## src/rtl/u8d_pkg.sv

```systemverilog
// Shared types and constants for the UTF-8 stream decoder.
`default_nettype none

package u8d_pkg;

    localparam int unsigned CP_W   = 31;
    localparam int unsigned BYTE_W = 8;
    localparam int unsigned LEN_W  = 3;
    localparam int unsigned MODE_W = 2;

    typedef enum logic [1:0] {
        STATUS_OK        = 2'd0,
        STATUS_MALFORMED = 2'd1,
        STATUS_RANGE     = 2'd2
    } status_t;

    localparam logic [MODE_W-1:0] MODE_LATIN1 = 2'd0;
    localparam logic [MODE_W-1:0] MODE_UCS2   = 2'd1;
    localparam logic [MODE_W-1:0] MODE_FULL   = 2'd2;

    localparam logic [BYTE_W-1:0] LEAD_MIN    = 8'hC2;
    localparam logic [BYTE_W-1:0] LEAD_3      = 8'hE0;
    localparam logic [BYTE_W-1:0] LEAD_4      = 8'hF0;
    localparam logic [BYTE_W-1:0] LEAD_5      = 8'hF8;
    localparam logic [BYTE_W-1:0] LEAD_6      = 8'hFC;
    localparam logic [BYTE_W-1:0] LEAD_BAD    = 8'hFE;
    localparam logic [BYTE_W-1:0] CONT_MIN_3  = 8'hA0;
    localparam logic [BYTE_W-1:0] CONT_MIN_4  = 8'h90;
    localparam logic [BYTE_W-1:0] CONT_MIN_5  = 8'h88;
    localparam logic [BYTE_W-1:0] CONT_MIN_6  = 8'h84;

    typedef struct packed {
        logic                   emit;
        logic [CP_W-1:0]        code_point;
        status_t                status;
        logic [LEN_W-1:0]       seq_length;
    } result_t;

    function automatic status_t range_status(input logic [MODE_W-1:0] mode,
                                             input logic [CP_W-1:0] cp);
        status_t st;
        st = STATUS_OK;
        if (mode == MODE_LATIN1)
        begin
            if (cp[CP_W-1:8] != '0)
                st = STATUS_RANGE;
        end
        else if (mode == MODE_UCS2)
        begin
            if (cp[CP_W-1:16] != '0 || cp[15:11] == 5'b11011)
                st = STATUS_RANGE;
        end
        return st;
    endfunction

endpackage

`default_nettype wire

```

## src/rtl/u8d_if.sv

```systemverilog
// Valid/ready channel interfaces for bytes, results and configuration.
`default_nettype none

interface u8d_byte_if;
    logic                       valid;
    logic                       ready;
    logic [u8d_pkg::BYTE_W-1:0] byte_in;

    modport source (output valid, output byte_in, input ready);
    modport sink   (input valid, input byte_in, output ready);
endinterface

interface u8d_result_if;
    logic                       valid;
    logic                       ready;
    logic [u8d_pkg::CP_W-1:0]   code_point;
    u8d_pkg::status_t           status;
    logic [u8d_pkg::LEN_W-1:0]  seq_length;

    modport source (output valid, output code_point, output status, output seq_length,
                    input ready);
    modport sink   (input valid, input code_point, input status, input seq_length,
                    output ready);
endinterface

interface u8d_cfg_if;
    logic                       valid;
    logic                       ready;
    logic [u8d_pkg::MODE_W-1:0] output_mode;

    modport source (output valid, output output_mode, input ready);
    modport sink   (input valid, input output_mode, output ready);
endinterface

`default_nettype wire

```

## src/rtl/u8d_in_stage.sv

```systemverilog
// Input register stage holding one accepted byte.
`default_nettype none

module u8d_in_stage (
    input  wire logic                       clk,
    input  wire logic                       rst_n,
    u8d_byte_if.sink                        byte_ch,
    input  wire logic                       advance,
    output logic                            valid,
    output logic [u8d_pkg::BYTE_W-1:0]      data
);

    logic                       valid_reg;
    logic                       valid_next;
    logic [u8d_pkg::BYTE_W-1:0] data_reg;
    logic                       take;

    assign byte_ch.ready = !valid_reg || advance;
    assign take          = byte_ch.valid && byte_ch.ready;

    always_comb
    begin
        valid_next = valid_reg;
        if (take)
            valid_next = 1'b1;
        else if (advance)
            valid_next = 1'b0;
    end

    always_ff @(posedge clk or negedge rst_n)
    begin
        if (!rst_n)
            valid_reg <= 1'b0;
        else
            valid_reg <= valid_next;
    end

    always_ff @(posedge clk)
    begin
        if (take)
            data_reg <= byte_ch.byte_in;
    end

    assign valid = valid_reg;
    assign data  = data_reg;

endmodule

`default_nettype wire

```

## src/rtl/u8d_decode.sv

```systemverilog
// Sequence state and per-byte decode logic.
`default_nettype none

module u8d_decode (
    input  wire logic                       clk,
    input  wire logic                       rst_n,
    input  wire logic                       advance,
    input  wire logic [u8d_pkg::BYTE_W-1:0] data,
    input  wire logic [u8d_pkg::MODE_W-1:0] mode,
    output u8d_pkg::result_t                result
);

    logic [u8d_pkg::LEN_W-1:0]  pending_reg,  pending_next;
    logic [u8d_pkg::LEN_W-1:0]  total_reg,    total_next;
    logic [u8d_pkg::CP_W-1:0]   acc_reg,      acc_next;
    logic [u8d_pkg::BYTE_W-1:0] lead_reg,     lead_next;
    logic                       bad_reg,      bad_next;
    logic                       first_cont;
    logic                       overlong;
    logic                       bad_acc;
    logic [u8d_pkg::CP_W-1:0]   acc_shift;
    logic [u8d_pkg::LEN_W-1:0]  pending_dec;

    assign first_cont  = ({1'b0, pending_reg} + 4'd1) == {1'b0, total_reg};
    assign overlong    = (lead_reg == u8d_pkg::LEAD_3 && data < u8d_pkg::CONT_MIN_3)
                      || (lead_reg == u8d_pkg::LEAD_4 && data < u8d_pkg::CONT_MIN_4)
                      || (lead_reg == u8d_pkg::LEAD_5 && data < u8d_pkg::CONT_MIN_5)
                      || (lead_reg == u8d_pkg::LEAD_6 && data < u8d_pkg::CONT_MIN_6);
    assign bad_acc     = bad_reg || (data[7:6] != 2'b10) || (first_cont && overlong);
    assign acc_shift   = {acc_reg[u8d_pkg::CP_W-7:0], data[5:0]};
    assign pending_dec = pending_reg - 3'd1;

    always_comb
    begin
        pending_next      = pending_reg;
        total_next        = total_reg;
        acc_next          = acc_reg;
        lead_next         = lead_reg;
        bad_next          = bad_reg;
        result.emit       = 1'b0;
        result.code_point = '0;
        result.status     = u8d_pkg::STATUS_OK;
        result.seq_length = 3'd1;
        if (pending_reg == '0)
        begin
            priority if (!data[7])
            begin
                result.emit       = 1'b1;
                result.status     = u8d_pkg::range_status(mode, {23'd0, data});
                result.code_point = (result.status == u8d_pkg::STATUS_OK)
                                    ? {23'd0, data} : '0;
            end
            else if (data < u8d_pkg::LEAD_MIN || data >= u8d_pkg::LEAD_BAD)
            begin
                result.emit   = 1'b1;
                result.status = u8d_pkg::STATUS_MALFORMED;
            end
            else
            begin
                lead_next = data;
                bad_next  = 1'b0;
                priority if (data < u8d_pkg::LEAD_3)
                begin
                    total_next = 3'd2;
                    acc_next   = {26'd0, data[4:0]};
                end
                else if (data < u8d_pkg::LEAD_4)
                begin
                    total_next = 3'd3;
                    acc_next   = {27'd0, data[3:0]};
                end
                else if (data < u8d_pkg::LEAD_5)
                begin
                    total_next = 3'd4;
                    acc_next   = {28'd0, data[2:0]};
                end
                else if (data < u8d_pkg::LEAD_6)
                begin
                    total_next = 3'd5;
                    acc_next   = {29'd0, data[1:0]};
                end
                else
                begin
                    total_next = 3'd6;
                    acc_next   = {30'd0, data[0]};
                end
                pending_next = total_next - 3'd1;
            end
        end
        else
        begin
            pending_next = pending_dec;
            acc_next     = acc_shift;
            bad_next     = bad_acc;
            if (pending_dec == '0)
            begin
                result.emit       = 1'b1;
                result.seq_length = total_reg;
                result.status     = bad_acc ? u8d_pkg::STATUS_MALFORMED
                                            : u8d_pkg::range_status(mode, acc_shift);
                result.code_point = (result.status == u8d_pkg::STATUS_OK) ? acc_shift : '0;
                total_next        = '0;
                acc_next          = '0;
                lead_next         = '0;
                bad_next          = 1'b0;
            end
        end
    end

    always_ff @(posedge clk or negedge rst_n)
    begin
        if (!rst_n)
        begin
            pending_reg <= '0;
            total_reg   <= '0;
            acc_reg     <= '0;
            lead_reg    <= '0;
            bad_reg     <= 1'b0;
        end
        else if (advance)
        begin
            pending_reg <= pending_next;
            total_reg   <= total_next;
            acc_reg     <= acc_next;
            lead_reg    <= lead_next;
            bad_reg     <= bad_next;
        end
    end

endmodule

`default_nettype wire

```

## src/rtl/u8d_out_stage.sv

```systemverilog
// Result register driving the output channel.
`default_nettype none

module u8d_out_stage (
    input  wire logic                       clk,
    input  wire logic                       rst_n,
    input  wire logic                       advance,
    input  wire u8d_pkg::result_t           result,
    u8d_result_if.source                    res_ch,
    output logic                            slot_free
);

    logic                       valid_reg;
    logic                       valid_next;
    logic [u8d_pkg::CP_W-1:0]   cp_reg;
    u8d_pkg::status_t           status_reg;
    logic [u8d_pkg::LEN_W-1:0]  len_reg;
    logic                       load;

    assign slot_free = !valid_reg || res_ch.ready;
    assign load      = advance && result.emit;

    always_comb
    begin
        valid_next = valid_reg;
        if (load)
            valid_next = 1'b1;
        else if (res_ch.ready)
            valid_next = 1'b0;
    end

    always_ff @(posedge clk or negedge rst_n)
    begin
        if (!rst_n)
            valid_reg <= 1'b0;
        else
            valid_reg <= valid_next;
    end

    always_ff @(posedge clk)
    begin
        if (load)
        begin
            cp_reg     <= result.code_point;
            status_reg <= result.status;
            len_reg    <= result.seq_length;
        end
    end

    assign res_ch.valid      = valid_reg;
    assign res_ch.code_point = cp_reg;
    assign res_ch.status     = status_reg;
    assign res_ch.seq_length = len_reg;

endmodule

`default_nettype wire

```

## src/rtl/utf8_stream_decoder.sv

```systemverilog
// Top level: UTF-8 stream decoder with legacy 5- and 6-byte forms.
// A result's last byte is held in the input register, then the result is registered in the output stage.
// Throughput: one byte per cycle, limited by the input and result registers.
// Reset: asynchronous, clears sequence state and both stages; output_mode returns to 2.
// A stalled result register holds the input stage; a free one passes one byte a cycle.
`default_nettype none

module utf8_stream_decoder (
    input  wire logic   clk,
    input  wire logic   rst_n,
    u8d_byte_if.sink    byte_ch,
    u8d_cfg_if.sink     cfg,
    u8d_result_if.source res_ch
);

    logic [u8d_pkg::MODE_W-1:0] mode_reg;
    logic                       in_valid;
    logic [u8d_pkg::BYTE_W-1:0] in_data;
    logic                       slot_free;
    logic                       advance;
    u8d_pkg::result_t           result;

    assign cfg.ready = 1'b1;
    assign advance   = in_valid && slot_free;

    always_ff @(posedge clk or negedge rst_n)
    begin
        if (!rst_n)
            mode_reg <= u8d_pkg::MODE_FULL;
        else if (cfg.valid)
            mode_reg <= cfg.output_mode;
    end

    u8d_in_stage u_in (
        .clk     (clk),
        .rst_n   (rst_n),
        .byte_ch (byte_ch),
        .advance (advance),
        .valid   (in_valid),
        .data    (in_data)
    );

    u8d_decode u_dec (
        .clk     (clk),
        .rst_n   (rst_n),
        .advance (advance),
        .data    (in_data),
        .mode    (mode_reg),
        .result  (result)
    );

    u8d_out_stage u_out (
        .clk       (clk),
        .rst_n     (rst_n),
        .advance   (advance),
        .result    (result),
        .res_ch    (res_ch),
        .slot_free (slot_free)
    );

    a_err_zero_cp: assert property (@(posedge clk) disable iff (!rst_n)
        res_ch.valid && res_ch.status != u8d_pkg::STATUS_OK |-> res_ch.code_point == '0)
        else $error("non-ok result carries a code point");

    a_len_range: assert property (@(posedge clk) disable iff (!rst_n)
        res_ch.valid |-> res_ch.seq_length != 3'd0 && res_ch.seq_length != 3'd7)
        else $error("sequence length out of range");

    a_single_ascii: assert property (@(posedge clk) disable iff (!rst_n)
        res_ch.valid && res_ch.status == u8d_pkg::STATUS_OK && res_ch.seq_length == 3'd1
        |-> res_ch.code_point[u8d_pkg::CP_W-1:7] == '0)
        else $error("one-byte result above 0x7F");

    a_stall_holds_input: assert property (@(posedge clk) disable iff (!rst_n)
        in_valid && !slot_free |=> in_valid && $stable(in_data))
        else $error("input stage lost a byte while stalled");

endmodule

`default_nettype wire
```

## src/flat_wrapper.sv

```systemverilog
// flat-port wrapper written by rule: the top's interface ports become plain ports
module utf8_stream_decoder_flat 
  (clk, rst_n, byte_ch_valid, byte_ch_byte_in, byte_ch_ready, cfg_valid, cfg_output_mode, cfg_ready, res_ch_valid, res_ch_code_point, res_ch_status, res_ch_seq_length, res_ch_ready);
  u8d_byte_if byte_ch_i ();
  u8d_cfg_if cfg_i ();
  u8d_result_if res_ch_i ();
  input  wire logic clk;
  input  wire logic rst_n;
  input wire logic [$bits(byte_ch_i.valid)-1:0] byte_ch_valid;
  input wire logic [$bits(byte_ch_i.byte_in)-1:0] byte_ch_byte_in;
  output wire logic [$bits(byte_ch_i.ready)-1:0] byte_ch_ready;
  input wire logic [$bits(cfg_i.valid)-1:0] cfg_valid;
  input wire logic [$bits(cfg_i.output_mode)-1:0] cfg_output_mode;
  output wire logic [$bits(cfg_i.ready)-1:0] cfg_ready;
  output wire logic [$bits(res_ch_i.valid)-1:0] res_ch_valid;
  output wire logic [$bits(res_ch_i.code_point)-1:0] res_ch_code_point;
  output wire logic [$bits(res_ch_i.status)-1:0] res_ch_status;
  output wire logic [$bits(res_ch_i.seq_length)-1:0] res_ch_seq_length;
  input wire logic [$bits(res_ch_i.ready)-1:0] res_ch_ready;
  assign byte_ch_i.valid = byte_ch_valid;
  assign byte_ch_i.byte_in = byte_ch_byte_in;
  assign byte_ch_ready = byte_ch_i.ready;
  assign cfg_i.valid = cfg_valid;
  assign cfg_i.output_mode = cfg_output_mode;
  assign cfg_ready = cfg_i.ready;
  assign res_ch_valid = res_ch_i.valid;
  assign res_ch_code_point = res_ch_i.code_point;
  assign res_ch_status = res_ch_i.status;
  assign res_ch_seq_length = res_ch_i.seq_length;
  assign res_ch_i.ready = res_ch_ready;
  utf8_stream_decoder u_core (.clk(clk), .rst_n(rst_n), .byte_ch(byte_ch_i), .cfg(cfg_i), .res_ch(res_ch_i));
endmodule
```

## config.mk

```make
export PLATFORM = sky130hd
export DESIGN_NAME = utf8_stream_decoder_flat
export DESIGN_NICKNAME = d
export VERILOG_FILES = /design/src/rtl/u8d_pkg.sv /design/src/rtl/u8d_if.sv /design/src/rtl/u8d_in_stage.sv /design/src/rtl/u8d_decode.sv /design/src/rtl/u8d_out_stage.sv /design/src/rtl/utf8_stream_decoder.sv /design/src/flat_wrapper.sv
export SDC_FILE = /design/constraint.sdc
export NUM_CORES = 1
export LEC_CHECK = 0
export BUFFER_PORTS_ARGS = -buffer_cell sky130_fd_sc_hd__buf_2
export CAP_MARGIN = 20
export CORE_ASPECT_RATIO = 0.75
export CORE_MARGIN = 2
export CORE_UTILIZATION = 30
export CTS_CLUSTER_DIAMETER = 200
export DETAILED_ROUTE_END_ITERATION = 7
export SYNTH_ARGS = -nofsm -noshare
export SYNTH_HDL_FRONTEND = slang
export SYNTH_SLANG_ARGS = --single-unit
```

## constraint.sdc

```tcl
create_clock -name clk -period 4.8 [get_ports clk]
set_input_delay 0.72 -clock clk [delete_from_list [all_inputs] [get_ports clk]]
set_output_delay 0.72 -clock clk [all_outputs]
set_load 0.01 [all_outputs]
```

======== After elaboration in Yosys (flattened, before gate mapping) ========
Index checks and enable logic that the tools add are counted.
Widths: inputs -> output; s select.
operators by class
  $add $sub $neg .......................... 3
  order comparisons ....................... 10
  equality and inequality tests ........... 10
  muxes and demuxes ....................... 49
  bitwise operators ....................... 1
  reduce and logical (&&, ||, !) cells .... 31
operators with widths
  kind                 number
  $mux 25              4
  $lt 8x8->1 const B   9
  $mux 3               13
  $mux 37              1
  $mux 34              1
  $eq 8x8->1 const B   4
  $mux 8               4
  $mux 31              1
  $reduce_bool 23->1   1
  $mux 2               10
  $reduce_bool 15->1   1
  $mux 1               12
  $logic_or 1x1->1     9
  $ge 8x8->1 const B   1
  $logic_and 1x1->1    8
  $mux 7               1
  $logic_not 3->1      2
  $reduce_bool 2->1    3
  $sub 3x1->3 const B  2
  $eq 5x5->1 const B   1
  $mux 5               1
  $add 3x1->4 const B  1
  $eq 4x3->1           1
  $logic_not 2->1      2
  9 further kinds      11
word-level totals
  register bits ........................... 88
  input port bits ......................... 15
  output and inout bits ................... 39
  logic and storage cells ................. 116

======== Longest topological paths before layout ========
Gate-level depths: netlist of run 1.
  depth after elaboration ................. 14
  gate-level depth with buffers ........... 9
  depth with buffers taken out ............ 8

======== By module ========
A second synthesis of run 1 with hierarchy kept.
second synthesis, totals
  cells, all modules ...................... 277
  area, all modules ....................... 3,772.4 sq um
modules (own cells, without submodules)
  module               times used  cells each  area an instance (sq um)  sequential area each (sq um)
  u8d_decode           1           217         2,253.4                   1,001.0
  u8d_out_stage        1           41          1,133.6                   1,106.1
  u8d_in_stage         1           12          294.0                     265.3
  utf8_stream_decoder  1           7           91.3                      51.3

======== Worst setup path before layout of run 1 ========
Ideal clock, no wire load.
  kind .................................... reg2reg
  start point ............................. reg u_core.u_in.data_reg (netlist bit u_core.u_in.data[5])
  end point ............................... reg u_core.u_out.cp_reg (netlist bit u_core.u_out.res_ch.code_point[0]) (enable)
  library setup time ...................... 0.398 ns
  arrival ................................. 2.361 ns
  data required time ...................... 4.402 ns
  setup slack ............................. 2.042 ns
  stages on the path, launching flop included .. 5
  buffers on the path ..................... 0
  clock period less this slack ............ 2.758 ns
  path through ............................ edfxtp_1 -> or4_4 -> o221a_4 -> o21ai_0 -> and2_1
on the way
  longest elaborated chain between the ends .. 6
  elaborated cells on any way between the ends .. 7
  those cells by class .................... order compare: 2; mux: 3; reduce/logical: 2
ends and longest elaborated chain
  item                                      RTL line             text
  start, declared                           u8d_in_stage.sv:15   logic [u8d_pkg::BYTE_W-1:0] data_reg;
  start signal, assigned                    u8d_in_stage.sv:41   data_reg <= byte_ch.byte_in;
  $lt 8x8->1 or $ge 8x8->1 (tied branches)  u8d_decode.sv:53     else if (data < u8d_pkg::LEAD_MIN || data >= u8d_pkg::LEAD_BAD)
  $logic_or 1x1->1 *                        u8d_decode.sv:53
  $mux 1 *                                  u8d_decode.sv:53
  $mux 1 *                                  u8d_decode.sv:46     priority if (!data[7])
  $mux 34 *                                 u8d_decode.sv:44     if (pending_reg == '0)
  $logic_and 1x1->1 *                       u8d_out_stage.sv:21  assign load = advance && result.emit;
  named net u_core.u_out.load               u8d_out_stage.sv:18  logic load;
  end signal, assigned                      u8d_out_stage.sv:44  cp_reg <= result.code_point;
  end, declared                             u8d_out_stage.sv:15  logic [u8d_pkg::CP_W-1:0] cp_reg;
Mark *: on every way through the listed nets, which the timed path passes. The rest lies on a longest branch.
A chain may end at the register's enable or synchronous reset.

======== Worst setup path in the final report of run 1 ========
  start point ............................. reg u_core.u_in.data_reg (netlist bit u_core.u_in.data[5])
  end point ............................... reg u_core.u_dec.lead_reg[5] in the netlist's numbering
on the way
  longest elaborated chain between the ends .. 4
  elaborated cells on any way between the ends .. 8
  those cells by class .................... order compare: 2; eq/ne: 1; mux: 3; reduce/logical: 2
ends and longest elaborated chain
  item                                      RTL line           text
  $lt 8x8->1 or $ge 8x8->1 (tied branches)  u8d_decode.sv:53
  $logic_or 1x1->1                          u8d_decode.sv:53
  $ne 2x2->1 (no source line)               -
  $reduce_and 4->1 (no source line)         -
  end signal, assigned                      u8d_decode.sv:125  lead_reg <= lead_next;
  end, declared                             u8d_decode.sv:16   logic [u8d_pkg::BYTE_W-1:0] lead_reg, lead_next;
Parallel ways exist; a longest one is shown, timed or not. The select of a mux whose other input is x is not followed.

==> impl_metrics.ini, run 1 <==
[clock_tree]
clock_latency_ns = 0.35
tritoncts = built
clock_pin_transition_on_the_worst_setup_and_hold_timing_paths_ns = 0.06
cts_buffer_count = 9
post_cts_setup_buffer_count = 0
root_buffer = clkbuf_16
cts-resized-gates = 0
cts.path.max_buffers = 2
numClockSinks = 88
htree_levels = 3
cts.hold.buffers_added = 0

[critical_path]
timing.reg2reg.worst_path_depth = 5
worst_r2r_startpoint = u_core.u_in.data[5]
cp-start-kind = flop
critical_path_arrival_ns = 2.97
crit_path_end_kind = flop
worstReg2RegEnd = u_core.u_dec.lead_reg[5]
timing.setup.critical_path_class = flop to flop
reg2reg_setup_slack_ns = 2.06
critical_path.startpoint = u_core.u_in.data[5]
worst_ep_required_time_ns = 5.04
timing.critical_path.fanout_max = 36

[power]
total_switching_power_w = 0.000923
power.leakage_nw = 1.85
combinational_power_share_pct = 28.8
power.density_nw_per_um2 = 597
swShare_pct = 33.8
power.share.clock_pct = 27.2
power.internal_w = 0.00181
sequentialPowerShare_pct = 44.0
vdd_drop_max_mv = 0.240

[synth]
syn-mean-instance-area_sq_um = 12.5
ys_seq_elements = 88
synth_warnings = 0
synth_cells = 305
synthDominantAreaCellType = edfxtp_1
synth-async-reset-ratio_pct = 50.0
yosysSeqAreaShare_pct = 63.5
synth_top_cell_area_share_pct = 34.6
syn-cell-area_sq_um = 3810
synth.area.top_cells = edfxtp_1 35%, dfrtp_1 28%, a22o_1 6.0%
ys_types = 45
synth_nets = 325
synth_enable_flop_cells = 44
dominantRegCellSynth = edfxtp_1

[sta]
final.period_utilization_pct = 57.0
final_setup_violations = 0
drv_slew = 0
hold_violations = 0
rsz0062_at_grt = no
fin_skew_ns = 0.00719
slew_headroom_pct = 42.1
timing.fmax_mhz = 365
tightest_slew_ns = 0.865
fin_setup_tns_ns = 0
minimum_clock_period_ns = 2.74

[placed_design]
port_buffers = 52
detailedPlacementHpwl_um = 5780
routabilityCongestion = 0.836
dp.cells = 507

[cells_and_area]
largest_reg_flops = 31
area_delta_synth_final_pct = 20.2
final_cells = 525
finish.net_count = 374
antenna_cells_inserted = 0
drive_above_1_share_pct = 22.8

[status]
outcome = complete, no violations

[run]
max_cap_viol_count = 0

[global_route]
grt_util_all_layers_pct = 13.3
grt_overflow = 0
antenna_found_initial = 0
first_pass_grt_wire_length_um = 13700
grt_start_max_net_pins = 45
first_global_vias = 2570

[detailed_routing]
drt-total-wl_um = 8510
drc_errors = 0
route.detailed.wl_per_inst_um = 16.2
postRouteAntennaNets = 0
drt_first_pass_iters = 4
detail_route.iter0.violations = 262
routed_via_density = 4.85
detailroute.via_count = 2544

[floorplanning]
core-area_sq_um = 12300
die_y_um = 102
floorplan.io_pins = 54
floorplan.die_area_sq_um = 13600
placement_rows = 35
initial_utilization_pct = 30.9
die_width_um = 134

[worst_hold_path]
timing.hold.worst.class = primary input to async pin
-- per-layer routing --
| metal | vias up | GRT usage [%] | part of all wire (%) |
|---|---|---|---|
| met1 | 1227 | 19.3 | 50 |
| met3 | 11 | 5.06 | 7.9 |
| li1 | 1227 | - | - |
| met4 | 0 | 4.70 | 1.5 |
| met5 | - | 0 | 0 |
| met2 | 79 | 18.1 | 41 |
-- power by group through the flow --
stage / Clock (W) / Sequential (W) / Combinational (W)
5_1_grt: 0.000795 / 0.00124 / 0.000873
3_5_place_dp: 0 / 0.00122 / 0.000782
4_1_cts: 0.000765 / 0.00120 / 0.000785
3_3_place_gp: 0 / 0.00122 / 0.000748
2_1_floorplan: 0 / 0.00119 / 0.000547
6_report: 0.000744 / 0.00120 / 0.000788
-- cell type report --
type	instances	area [sq um]
Sequential cell	88	2420
Tap cell	166	208
Multi-Input combinational cell	191	1260
Clock inverter	5	60.1
Inverter	7	26.3
Clock buffer	11	264
Fill cell	1227	7760
Timing Repair Buffer	57	338
-- synth_stat cells (all sizes together), types with 2 or more instances --
cell / count
nand2b: 5
nor4: 5
a21oi: 4
a21o: 2
o21ai: 16
dfrtp: 43
nand2: 38
clkbuf: 8
mux2: 3
a21boi: 2
and3: 2
o31ai: 6
o211ai: 3
nor3b: 24
nor3: 5
buf: 11
nor2: 12
a2111oi: 2
nand3: 6
nand4: 4
inv: 7
ha: 5
a22o: 26
edfxtp: 44
and2: 7
-- cell usage in the layout (no fill, tap or decap), types with 5 or more instances in the layout --
master and count:
nor3_1 5, a22o_1 26, inv_1 7, nor4_1 5, nor2_1 11, ha_1 5
nor3b_1 24, o21ai_0 10, nand2b_1 5, o31ai_1 6, edfxtp_1 44, and2_1 7
buf_2 52, dfrtp_1 43, nand3_1 6, clkbuf_16 10, o21ai_1 5, nand2_1 38
-- worst max-delay path, cell delays in order, from the launching register on --
cell      delay (ns)
edfxtp_1        0.52
or4_4           0.59
o221a_4         0.31
o21ai_4         0.68
nor2_1          0.26
a22o_1          0.25
-- kinds of logic after synthesis --
group,after synthesis,synth area share [%]
compound gates,68,13.8
fa+ha+maj,5,1.64
simple gates,111,15.5
buf+inv,26,3.38
flops,88,63.5
xor+xnor,3,1.08
mux,3,0.885
other cells,1,0.0983
-- stage by stage --
stage	total power [W]	hold WS [ns]	worst slack [ns]	instance area [sq um]	util, %
after global placement	0.00197	0.459	1.90	4200	34.0
after CTS	0.00275	0.481	1.67	4550	36.8
after detailed placement	0.00200	0.465	1.69	4230	34.2
after floorplan	0.00174	0.424	2.04	3810	-
after global routing	0.00290	0.253	1.92	4580	37.1
final	0.00273	0.246	2.06	4580	37.1
-- worst max path at each step --
stage / end / slack, ns / cells after the start
CTS: u_core.u_out.res_ch.code_point[23] / 1.67 / 6
global placement: u_core.u_out.res_ch.code_point[30] / 1.90 / 6
global route: u_core.u_out.res_ch.code_point[0] / 1.92 / 6
detailed placement: u_core.u_out.res_ch.code_point[23] / 1.69 / 6
floorplan: u_core.u_out.res_ch.code_point[0] / 2.04 / 4
finish: u_core.u_dec.lead_reg[5] / 2.06 / 5
(Power assumes the default switching activity.)
==> inputs of run 2 (changes only) <==
- clock period: 4.8 -> 2.5 ns (I/O delays scaled with it)
==> impl_metrics.ini, run 2 (synthesized netlist as in run 1, its figures left out) <==
[global_route]
grt_util_all_layers_pct = 14.2
first_pass_grt_wire_length_um = 14600
grt_start_max_net_pins = 36
first_global_vias = 2619
antenna_found_initial = 0
grt_overflow = 0

[clock_tree]
numClockSinks = 88
cts.path.max_buffers = 2
root_buffer = clkbuf_16
clock_latency_ns = 0.34
tritoncts = built
cts_buffer_count = 9
clock_pin_transition_on_the_worst_setup_and_hold_timing_paths_ns = 0.06
htree_levels = 3

[power]
vdd_drop_max_mv = 0.451
swShare_pct = 33.7
combinational_power_share_pct = 29.8
sequentialPowerShare_pct = 44.1
power.leakage_nw = 1.87
power.share.clock_pct = 26.1
total_switching_power_w = 0.00177
power.density_nw_per_um2 = 1140
power.internal_w = 0.00348
totalPowerFinal_w = 0.00525

[critical_path]
critical_path_arrival_ns = 2.29
worst_r2r_startpoint = u_core.u_in.data[5]
timing.critical_path.fanout_max = 15
setup.worst_path.end = u_core.u_out.res_ch.code_point[23]
worst_ep_required_time_ns = 2.53
timing.reg2reg.worst_path_depth = 5
cp-start-kind = flop
crit_cells = 5
critical_path.startpoint = u_core.u_in.data[5]
timing.setup.critical_path_class = flop to flop
reg2reg_setup_slack_ns = 0.24
timing.critical_path.cells = or4_4 > o221a_4 > o21ai_0 > and2_2 > buf_4
crit_path_max_incr_delay_ns = 0.58
crit_family = simple AND/OR/NAND/NOR gates
crit_slowest_cell = or4_4
worstReg2RegEnd = u_core.u_out.res_ch.code_point[23]
crit_path_end_kind = flop
critical_path_buf_inv_count = 1

[sta]
minimum_clock_period_ns = 2.26
fin_skew_ns = 0.00927
slew_headroom_pct = 63.9
final.period_utilization_pct = 90.2
rsz0062_at_grt = no
fin_setup_tns_ns = 0
tightest_slew_ns = 0.528
drv_slew = 0
hold_violations = 0
final_setup_violations = 0
timing.fmax_mhz = 443

[worst_hold_path]
timing.hold.worst.class = primary input to flop

[placed_design]
routabilityCongestion = 0.890
detailedPlacementHpwl_um = 6390
port_buffers = 52
dp.cells = 516

[detailed_routing]
drt_first_pass_iters = 4
route.detailed.wl_per_inst_um = 16.9
detail_route.iter0.violations = 230
postRouteAntennaNets = 0
drc_errors = 0
detailroute.via_count = 2662
routed_via_density = 4.99
drt-total-wl_um = 8990

[floorplanning]
floorplan.io_pins = 54
core-area_sq_um = 12300
die_y_um = 102
die_width_um = 134
placement_rows = 35
initial_utilization_pct = 30.9
floorplan.die_area_sq_um = 13600

[cells_and_area]
layout.cells.most_common = buf_2
finish.net_count = 382
largest_reg_flops = 31
final_cells = 533
drive_above_1_share_pct = 24.3
antenna_cells_inserted = 0
area_delta_synth_final_pct = 21.1
final_cell_mix = 52 x buf_2, 44 x edfxtp_1, 43 x dfrtp_1

[status]
outcome = complete, no violations

[run]
max_cap_viol_count = 0
run 2: changes by cell type in the layout (fill, tap and decap cells not counted), sizes merged:
cell / previous run / this run
clkbuf: 11 / 12
clkinvlp: 1 / 3
inv: 9 / 7
buf: 57 / 64
dlygate4sd3: 0 / 1
clkinv: 1 / 0
run 2: timing repair:
| action | CTS | global route |
|---|---|---|
| hold endpoints to repair | 14 | 0 |
| hold buffers | 1 | 0 |
| resized for setup | 0 | 0 |
| setup buffers | 0 | 0 |
run 2: area by class of cell:
type                            count  area (sq um)
Clock buffer                       12           256
Tap cell                          166           208
Inverter                            7          26.3
Fill cell                        1251          7730
Timing Repair Buffer               65           385
Multi-Input combinational cell    191          1270
Clock inverter                      4          52.6
Sequential cell                    88          2420
run 2: how the worst min path moves through the flow:
stage / startpoint / endpoint / slack (ns) / cells after the start
2_1_floorplan: rst_n / u_core.mode_reg[0] / 0.08 / 0
3_3_place_gp: rst_n / u_core.u_dec.lead_reg[4] / 0.30 / 1
3_5_place_dp: rst_n / u_core.u_dec.lead_reg[4] / 0.32 / 1
4_1_cts: byte_ch_byte_in[6] / u_core.u_in.data[6] / 0.19 / 1
5_1_grt: byte_ch_byte_in[0] / u_core.u_in.data[0] / 0.18 / 1
6_report: byte_ch_byte_in[6] / u_core.u_in.data[6] / 0.20 / 1
run 2: per-layer routing:
| layer | part of all wire, % | routed length, um | GRT usage (%) |
|---|---|---|---|
| met1 | 49 | 4360 | 20.4 |
| met2 | 42 | 3760 | 20.0 |
| met3 | 7.7 | 690 | 5.01 |
| met4 | 1.9 | 174 | 4.78 |
| met5 | 0 | 0 | 0 |
run 2: power groups by stage:
| stage | Clock [W] | Sequential (W) | Combinational, W |
|---|---|---|---|
| floorplan | 0 | 0.00228 | 0.00105 |
| global placement | 0 | 0.00234 | 0.00152 |
| detailed placement | 0 | 0.00234 | 0.00156 |
| CTS | 0.00141 | 0.00232 | 0.00158 |
| global route | 0.00148 | 0.00238 | 0.00172 |
| finish | 0.00137 | 0.00232 | 0.00156 |
run 2: through the flow:
step | hold slack [ns] | utilization [%] | cell area (sq um) | setup WS [ns]
floorplan | 0.0794 | - | 3820 | 0.129
global placement | 0.305 | 34.8 | 4300 | 0.283
detailed placement | 0.316 | 34.8 | 4300 | 0.252
CTS | 0.191 | 37.4 | 4620 | 0.247
global route | 0.185 | 37.4 | 4620 | 0.0763
finish | 0.205 | 37.4 | 4620 | 0.244
==> inputs of run 3 (changes only) <==
- GPL_TIMING_DRIVEN: unset -> 0
==> impl_metrics.ini, run 3 (synthesized netlist as in run 1, its figures left out) <==
[status]
outcome = complete, no violations

[clock_tree]
cts.path.max_buffers = 2
cts_buffer_count = 9
numClockSinks = 88
root_buffer = clkbuf_16
clock_pin_transition_on_the_worst_setup_and_hold_timing_paths_ns = 0.06
htree_levels = 3
clock_latency_ns = 0.33
tritoncts = built

[worst_hold_path]
min_delay_path_depth = 1
timing.hold.worst.class = primary input to flop

[floorplanning]
floorplan.io_pins = 54
die_width_um = 134
core-area_sq_um = 12300
initial_utilization_pct = 30.9
die_y_um = 102
placement_rows = 35
floorplan.die_area_sq_um = 13600

[critical_path]
cp-start-kind = flop
timing.reg2reg.worst_path_depth = 8
timing.critical_path.cells = clkbuf_1 > a21o_1 > a2111oi_0 > o2111ai_1 > nand4_1 > buf_4 > buf_2 > nor3b_1
crit_slowest_cell = a2111oi_0
worst_ep_required_time_ns = 2.56
timing.critical_path.fanout_max = 10
timing.setup.critical_path_class = flop to flop
critical_path_arrival_ns = 2.45
crit_family = compound AO/OA/AOI/OAI gates
critical_path_buf_inv_count = 3
crit_path_max_incr_delay_ns = 0.50
crit_path_end_kind = flop
crit_cells = 8

[run]
max_cap_viol_count = 0

[cells_and_area]
final_core_utilization_pct = 38.0
final_cell_mix = 58 x buf_2, 44 x edfxtp_1, 43 x dfrtp_1
antenna_cells_inserted = 0
layout.filler_cells = 1219
finish.net_count = 397
final_cells = 548
drive_above_1_share_pct = 25.9
area_delta_synth_final_pct = 23.0
largest_reg_flops = 31
layout.cells.most_common = buf_2

[global_route]
grt_start_max_net_pins = 45
grt_util_all_layers_pct = 13.6
grt_overflow = 0
first_global_vias = 2747
antenna_found_initial = 0
first_pass_grt_wire_length_um = 14300

[placed_design]
dp.cells = 523
routabilityCongestion = 0.877
port_buffers = 52
detailedPlacementHpwl_um = 6140

[detailed_routing]
drc_errors = 0
detailroute.via_count = 2720
detail_route.iter0.violations = 216
routed_via_density = 4.96
drt-total-wl_um = 9000
postRouteAntennaNets = 0
route.detailed.wl_per_inst_um = 16.4
drt_first_pass_iters = 4

[sta]
rsz0062_at_grt = no
final.period_utilization_pct = 95.4
fin_skew_ns = 0.00791
tightest_slew_ns = 0.542
hold_violations = 0
fin_setup_tns_ns = 0
drv_slew = 0
minimum_clock_period_ns = 2.38
slew_headroom_pct = 63.8
final_setup_violations = 0
timing.fmax_mhz = 419

[power]
power.leakage_nw = 1.90
vdd_drop_max_mv = 0.332
power.density_nw_per_um2 = 1120
==> run 3: changes by cell type in the layout (fill, tap and decap cells not counted), moves of 3 or more <==
cell	previous run	this run
buf_6	0	3
buf_2	52	58
clkbuf_1	1	8
buf_4	10	7
clkinv_4	0	3
==> run 3: through the flow <==
stage / setup WS, ns / hold WS [ns] / area, sq um / power [W]
6_report: 0.116 / 0.213 / 4690 / 0.00527
5_1_grt: 0.000900 / 0.207 / 4690 / 0.00559
4_1_cts: 0.0558 / 0.208 / 4610 / 0.00520
3_5_place_dp: -0.210 / 0.475 / 4280 / 0.00386
3_3_place_gp: -0.196 / 0.461 / 4280 / 0.00383
2_1_floorplan: 0.129 / 0.0794 / 3820 / 0.00333
==> run 3: final timing paths <==
| path | from | endpoint | slack (ns) |
|---|---|---|---|
| worst min-delay path | byte_ch_byte_in[4] | u_core.u_in.data[4] | 0.21 |
| max in group asynchronous | rst_n | u_core.mode_reg[1] | 1.52 |
| worst min register to register | u_core.u_dec.lead_reg[7] | u_core.u_dec.lead_reg[7] | 0.49 |
| worst max register to register | u_core.u_in.data[3] | u_core.u_out.res_ch.code_point[11] | 0.12 |
| min in group asynchronous | rst_n | u_core.u_dec.lead_reg[2] | 0.45 |
| worst max-delay path | u_core.u_in.data[3] | u_core.u_out.res_ch.code_point[11] | 0.12 |
==> run 3: layer usage <==
metal | track usage (%) | wire length, um
met5 | 0 | 0
met4 | 4.21 | 81
met3 | 3.60 | 569
met2 | 20.1 | 3780
met1 | 19.6 | 4570
==> run 3: what timing repair did <==
item | CTS | global route
gates resized for setup | 1 | 10
setup buffers | 3 | 2
gates cloned | 0 | 2
hold endpoints to repair | 0 | 9
hold buffers | 0 | 1
pin swaps | 1 | 1
setup endpoints to repair | 57 | 66
==> run 3: final cells by class <==
type	instances	area [sq um]	area share (%)
Clock buffer	9	225	4.80
Multi-Input combinational cell	193	1300	27.7
Tap cell	166	208	4.43
Inverter	7	26.3	0.560
Sequential cell	88	2420	51.7
Clock inverter	7	72.6	1.55
Buffer	19	109	2.32
Timing Repair Buffer	59	328	6.99
==> run 3: power by group <==
group	switching (W)	leakage, nW	internal, W
combinational	0.000973	0.768	0.000687
sequential	0.000302	0.990	0.00198
clock	0.000552	0.143	0.000774
